File: src/sv/esamp_pkg.sv
// Shared types and constants for the equirectangular bilinear sampler.
package esamp_pkg;

   localparam int KIND_W       = 1;
   localparam int COLUMN_W     = 9;
   localparam int ROW_W        = 8;
   localparam int TEXEL_W      = 16;
   localparam int LON_W        = 17;
   localparam int LAT_W        = 16;
   localparam int HEIGHT_Q8_W  = 24;
   localparam int MAP_WIDTH_W  = 10;
   localparam int MAP_HEIGHT_W = 9;
   localparam int ANGLE_FRAC_W = 16;
   localparam int OUT_FRAC_W   = 8;
   localparam int NUM_TAPS     = 4;

   localparam int CSR_INDEX_W  = 2;
   localparam int CSR_DATA_W   = 16;

   localparam logic [KIND_W-1:0] KIND_WRITE  = 1'b0;
   localparam logic [KIND_W-1:0] KIND_SAMPLE = 1'b1;

   localparam logic [CSR_INDEX_W-1:0] REG_MAP_WIDTH  = 2'd0;
   localparam logic [CSR_INDEX_W-1:0] REG_MAP_HEIGHT = 2'd1;

   localparam logic [MAP_WIDTH_W-1:0]  MAP_WIDTH_RESET  = 10'd512;
   localparam logic [MAP_HEIGHT_W-1:0] MAP_HEIGHT_RESET = 9'd256;

   typedef logic [MAP_WIDTH_W-1:0]  col_type;
   typedef logic [MAP_HEIGHT_W-1:0] row_type;
   typedef logic [TEXEL_W-1:0]      texel_type;

   typedef struct packed {
      logic valid;
      logic sample;
   } stage_ctl_type;

   typedef struct packed {
      logic [COLUMN_W-1:0] column;
      logic [ROW_W-1:0]    row;
      texel_type           value;
   } texel_wr_type;

endpackage

File: src/sv/esamp_coord.sv
// Angle to pixel coordinate stages: scale, wrap columns, clamp rows, split fractions.
module esamp_coord #(
   parameter int FRAC_BITS = 16
) (
   input  logic                                     clock,
   input  logic                                     reset,
   input  logic                                     in_valid,
   input  logic [esamp_pkg::KIND_W-1:0]             in_kind,
   input  esamp_pkg::texel_wr_type                  in_wr,
   input  logic signed [esamp_pkg::LON_W-1:0]       in_lon,
   input  logic signed [esamp_pkg::LAT_W-1:0]       in_lat,
   input  esamp_pkg::col_type                       map_w,
   input  esamp_pkg::row_type                       map_h,
   output esamp_pkg::stage_ctl_type                 out_ctl,
   output esamp_pkg::texel_wr_type                  out_wr,
   output esamp_pkg::col_type                       out_c0,
   output esamp_pkg::col_type                       out_c1,
   output esamp_pkg::row_type                       out_r0,
   output esamp_pkg::row_type                       out_r1,
   output logic [FRAC_BITS-1:0]                     out_fx,
   output logic [FRAC_BITS-1:0]                     out_fy
);
   import esamp_pkg::*;

   localparam int MX_W  = LON_W + MAP_WIDTH_W + 1;
   localparam int XA_W  = MX_W + 1;
   localparam int MY_W  = LAT_W + MAP_HEIGHT_W + 1;
   localparam int YB_W  = MY_W + 2;
   localparam int IX_W  = XA_W - ANGLE_FRAC_W + 1;
   localparam int IY_W  = YB_W - ANGLE_FRAC_W + 1;
   localparam int SEL_W = ANGLE_FRAC_W + FRAC_BITS;
   localparam int HALF  = ANGLE_FRAC_W - 1;

   function automatic col_type wrap_col(input logic signed [IX_W-1:0] v, input col_type w);
      logic signed [IX_W-1:0] ws;
      logic signed [IX_W-1:0] r;
      ws = $signed({{(IX_W-MAP_WIDTH_W){1'b0}}, w});
      if (v < 0) begin
         r = v + ws;
      end else if (v >= ws) begin
         r = v - ws;
      end else begin
         r = v;
      end
      return r[MAP_WIDTH_W-1:0];
   endfunction

   function automatic row_type clamp_row(input logic signed [IY_W-1:0] v, input row_type h);
      logic signed [IY_W-1:0] top;
      row_type                r;
      top = $signed({{(IY_W-MAP_HEIGHT_W){1'b0}}, h}) - 1;
      if (v < 0) begin
         r = '0;
      end else if (v > top) begin
         r = top[MAP_HEIGHT_W-1:0];
      end else begin
         r = v[MAP_HEIGHT_W-1:0];
      end
      return r;
   endfunction

   // stage 1: scaled coordinates, 16 fractional bits
   logic signed [MX_W-1:0] mul_x;
   logic signed [MY_W-1:0] mul_y;
   logic signed [XA_W-1:0] xa_in, xa_ff;
   logic signed [YB_W-1:0] yb_in, yb_ff;
   col_type                w_m1;
   row_type                h_m1;
   stage_ctl_type          ctl1_in, ctl1_ff;
   texel_wr_type           wr1_ff;

   always_comb begin
      w_m1  = map_w - 1'b1;
      h_m1  = map_h - 1'b1;
      mul_x = in_lon * $signed({1'b0, map_w});
      mul_y = in_lat * $signed({1'b0, map_h});
      xa_in = {mul_x[MX_W-1], mul_x}
            + $signed({{(XA_W-MAP_WIDTH_W-HALF){1'b0}}, w_m1, {HALF{1'b0}}});
      yb_in = $signed({{(YB_W-MAP_HEIGHT_W-HALF){1'b0}}, h_m1, {HALF{1'b0}}})
            - $signed({mul_y[MY_W-1], mul_y, 1'b0});
      ctl1_in.valid  = in_valid;
      ctl1_in.sample = (in_kind == KIND_SAMPLE);
   end

   // stage 2: neighbor columns and rows, fractions
   logic signed [IX_W-1:0] ix0, ix1;
   logic signed [IY_W-1:0] iy0, iy1;
   logic [SEL_W-1:0]       sel_x, sel_y;
   col_type                c0_in, c1_in, c0_ff, c1_ff;
   row_type                r0_in, r1_in, r0_ff, r1_ff;
   logic [FRAC_BITS-1:0]   fx_in, fy_in, fx_ff, fy_ff;
   stage_ctl_type          ctl2_ff;
   texel_wr_type           wr2_ff;

   always_comb begin
      ix0   = {xa_ff[XA_W-1], xa_ff[XA_W-1:ANGLE_FRAC_W]};
      ix1   = ix0 + 1'b1;
      iy0   = {yb_ff[YB_W-1], yb_ff[YB_W-1:ANGLE_FRAC_W]};
      iy1   = iy0 + 1'b1;
      c0_in = wrap_col(ix0, map_w);
      c1_in = wrap_col(ix1, map_w);
      r0_in = clamp_row(iy0, map_h);
      r1_in = clamp_row(iy1, map_h);
      sel_x = {xa_ff[ANGLE_FRAC_W-1:0], {FRAC_BITS{1'b0}}};
      sel_y = {yb_ff[ANGLE_FRAC_W-1:0], {FRAC_BITS{1'b0}}};
      fx_in = sel_x[SEL_W-1 -: FRAC_BITS];
      fy_in = sel_y[SEL_W-1 -: FRAC_BITS];
   end

   always_ff @(posedge clock) begin
      if (reset) begin
         ctl1_ff <= '0;
         ctl2_ff <= '0;
      end else begin
         ctl1_ff <= ctl1_in;
         ctl2_ff <= ctl1_ff;
      end
   end

   always_ff @(posedge clock) begin
      xa_ff  <= xa_in;
      yb_ff  <= yb_in;
      wr1_ff <= in_wr;
      c0_ff  <= c0_in;
      c1_ff  <= c1_in;
      r0_ff  <= r0_in;
      r1_ff  <= r1_in;
      fx_ff  <= fx_in;
      fy_ff  <= fy_in;
      wr2_ff <= wr1_ff;
   end

   assign out_ctl = ctl2_ff;
   assign out_wr  = wr2_ff;
   assign out_c0  = c0_ff;
   assign out_c1  = c1_ff;
   assign out_r0  = r0_ff;
   assign out_r1  = r1_ff;
   assign out_fx  = fx_ff;
   assign out_fy  = fy_ff;

   a_col_adjacent: assert property (@(posedge clock) disable iff (reset)
      ctl1_ff.valid && ctl1_ff.sample |-> (c1_in == c0_in + 1'b1) || (c1_in == '0))
      else $error("right column is not next to left column");

   a_row_adjacent: assert property (@(posedge clock) disable iff (reset)
      ctl1_ff.valid && ctl1_ff.sample |-> (r1_in == r0_in) || (r1_in == r0_in + 1'b1))
      else $error("lower row is not next to upper row");

endmodule

File: config.mk
export PLATFORM = sky130hd
export DESIGN_NAME = esamp_coord
export DESIGN_NICKNAME = d
export VERILOG_FILES = /design/src/sv/esamp_pkg.sv /design/src/sv/esamp_coord.sv
export SDC_FILE = /design/constraint.sdc
export NUM_CORES = 1
export LEC_CHECK = 0
export ABC_CLOCK_PERIOD_IN_PS = 9100
export BUFFER_PORTS_ARGS = -buffer_cell sky130_fd_sc_hd__buf_2
export CORE_ASPECT_RATIO = 1.2
export CORE_MARGIN = 2
export CORE_UTILIZATION = 60
export DETAILED_ROUTE_END_ITERATION = 8
export PLACE_DENSITY = 0.91
export SLEW_MARGIN = 20
export SYNTH_ARGS = -nofsm -noshare
export SYNTH_HDL_FRONTEND = slang
export SYNTH_SLANG_ARGS = --single-unit
File: constraint.sdc
create_clock -name clock -period 9.1 [get_ports clock]
set_input_delay 0 -clock clock [delete_from_list [all_inputs] [get_ports clock]]
set_output_delay 0 -clock clock [all_outputs]
set_load 0.02 [all_outputs]
==> impl_metrics.csv <==
group,metric,value,unit
run_status,outcome,"finished clean",
setup_path,cp-end-kind,"flip-flop",
global_route,grt_pass1_vias,17000,
floorplanning,start_util,60.5,%
setup_path,critPathKind,"in2reg",
layout,fin_cells,2855,
floorplanning,pin_count,194,
setup_path,regToRegEndpoint,"out_c1[2]",
route,ant_nets,0,
sta,min_period,6.44,ns
setup_path,reg2reg_slack,5.39,ns
setup_path,critPathSlowestCell,"fa_1",
clock_network,numCtsBuffers,17,
synth,ys_async_sr_fraction,0,%
clock_network,clk_latency,0.44,ns
synth,yosysSeqAreaShare,19.0,%
route,wl_per_cell,17.5,um
layout,multi_input_area,0.0149,mm^2
sta,tightest_slew,0.954,ns
worst_hold_path,hold_end,"yb_ff[1]",
worst_hold_path,min_path_cells,2,
synth,synth_top_area_share,28.6,%
sta,fin_ws,2.66,ns
global_route,grt.overflow.total,0,
setup_path,r2r_cells,13,
layout,num-nets-final,2979,
layout,antenna_cells,0,
synth,yosysWarnings,0,
route,firstDrtPassIters,5,
setup_path,path_delay_family,"adder cells",
sta,timing.final.crit_share,70.8,%
synth,synth.avg_cell_area,9.33,um^2
sta,clock.fmax,155,MHz
sta,rsz0062_at_grt,"false",
worst_hold_path,hold_path_class,"in2reg",
floorplanning,fp.coreArea,0.0339,mm^2
layout,fin_util,67.2,%
place,dp.final_hpwl,39.1,mm
place,pre_cts_ws,2.30,ns
synth,synthCells,2198,
floorplanning,die_y,207,um
clock_network,post_cts_buffers,0,
global_route,grt_max_degree,26,
synth,synthesis.nets,2789,
setup_path,required,9.46,ns
setup_path,cp-start-kind,"input port",
place,dp_cells,2787,
sta,relSlewSlack,36.1,%
flow_run,cap_violations,0,
clock_network,cts_max_level,4,
setup_path,arrival,6.80,ns
setup_path,cpPeakStageDelay,0.53,ns
clock_network,holdBufCountCts,38,
clock_network,clkSinkCount,195,
sta,fin_setup_tns,0,ns
route,wl,50.0,mm
place,io_buffers,192,
floorplanning,dieArea,0.0357,mm^2
sta,slew_viol_final,0,
synth,synth_edf_count,0,
layout,syn_to_final_growth,11.0,%
floorplanning,rows,74,
setup_path,cp.buffers_inverters,6,
clock_network,cts_resized,0,
synth,synth_ff_type,"dfxtp_1",
setup_path,cp_max_fo,20,
synth,ys_ff_latch,195,
global_route,grt_pass1_wl,82.7,mm
sta,setup_viol,0,
route,drc_errors,0,
layout,final.fill_count,2490,
layout,layout-drive-gt1-share,11.0,%
layout,final_common_cell,"inv_1",
floorplanning,die_w,173,um
global_route,antenna_found_initial,0,
layout,seq_area,0.00390,mm^2
sta,skew,0.0120,ns
synth,syn_area,0.0205,mm^2
route,vias,16000,
clock_network,path_clk_slew,0.08,ns
worst_hold_path,min_from,"map_h[0]",
route,drt_iter0_markers,1087,
route,via_per_inst,5.62,
setup_path,cp.depth,29,
place,gp_congestion,0.935,
sta,hold_viol_final,0,
layout,final_cell_mix,"inv_1, fa_1, ha_1",
synth,synthDistinctLibCells,89,
clock_network,cts_tree,"yes",
synth,synth_top_area_cell,"fa_1",
clock_network,clock_path_buffers,2,
clock_network,root_buffer,"clkbuf_16",
global_route,grt_usage,28.8,%
synth,yosys-top-cells-area,"fa_1, dfxtp_1, ha_1",
setup_path,timing.rr.start,"xa_ff[16]",
## state kept, by name (all words and copies together), names as in the netlist
| register | cells |
|---|---|
| ctl1_ff | 2 |
| out_c0 | 10 |
| out_c1 | 10 |
| out_ctl | 2 |
| out_fx | 16 |
| out_fy | 15 |
| out_r0 | 9 |
| out_r1 | 9 |
| out_wr | 33 |
| wr1_ff | 33 |
| xa_ff | 29 |
| yb_ff | 27 |
## final cells by class
class / count / area share (%)
clock buffers: 19 / 1.90
inverters: 403 / 6.64
repair buffers: 231 / 5.92
well taps: 456 / 2.50
flip-flops and latches: 195 / 17.1
clock inverters: 11 / 0.626
multi-input cells: 1540 / 65.3
## metrics by stage
| stage | hold slack, ns | instance area [um^2] |
|---|---|---|
| final | 0.0519 | 22800 |
| after global routing | 0.0755 | 22800 |
| after global placement | 0.102 | 21800 |
| after floorplan | 0.0277 | 20500 |
| after detailed placement | 0.104 | 21800 |
| after CTS | 0.0368 | 22800 |
## Yosys cell counts, types with 4 or more instances
master,n
inv_1,403
or2_2,5
o21ai_1,8
mux2i_1,11
o21ai_0,39
fa_1,293
nand3_1,31
nand2_1,170
o31ai_1,7
o21a_1,12
o221a_2,5
nand4_1,17
o311ai_0,6
nor2b_1,19
nor4_1,4
o31a_1,4
o221ai_1,4
o22ai_1,6
clkbuf_1,51
a21o_1,29
a311o_1,4
nor3_1,26
o21bai_1,17
a211oi_1,19
and3_1,10
buf_1,5
nor2_1,92
a31oi_1,7
a221oi_1,5
nand2b_1,14
xnor2_1,73
or3_1,7
a211o_1,4
ha_1,209
and2_1,206
a21oi_1,81
dfxtp_1,195
xor2_1,27
## per-layer routing
metal | wire length (um) | track usage (%)
met3 | 3100 | 4.78
met5 | 0 | 0
met2 | 25800 | 51.8
met4 | 1790 | 12.5
met1 | 19400 | 34.4
## worst max-delay path by stage
stage	from	to
after global placement	map_h[2]	yb_ff[26]
after global routing	map_h[2]	yb_ff[26]
after detailed placement	map_h[2]	yb_ff[26]
after CTS	map_h[2]	yb_ff[26]
after floorplan	map_h[3]	yb_ff[25]
final	map_h[2]	yb_ff[26]
## worst register-to-register path, cell delays in order, from the launching register on
cell and delay, ns:
dfxtp_1 0.52, ha_1 0.28, xor2_1 0.32, ha_1 0.35, a21oi_1 0.16, o21bai_1 0.12, a21o_1 0.19, a21o_1 0.22
o21ai_1 0.42, nand3_2 0.27, nand2_1 0.33, a2bb2oi_1 0.18, o22ai_1 0.10, a21oi_1 0.16
## cells by family (layout without fill, tap and decap cells)
group / count (synthesis) / in the layout / share of synthesized area [%]
multiplexers: 13 / 13 / 0.647
AND/OR/NAND/NOR: 618 / 618 / 15.5
buffers and inverters: 463 / 664 / 8.51
adder cells (fa/ha/maj): 502 / 502 / 41.3
flip-flops: 195 / 195 / 19.0
XOR/XNOR: 100 / 100 / 4.27
other: 1 / 1 / 0.0183
AO/OA/AOI/OAI: 306 / 306 / 10.7
Power is left out: the tool's default activity adds up to more than one toggle a clock period on the data nets, which glitch-free logic cannot reach.
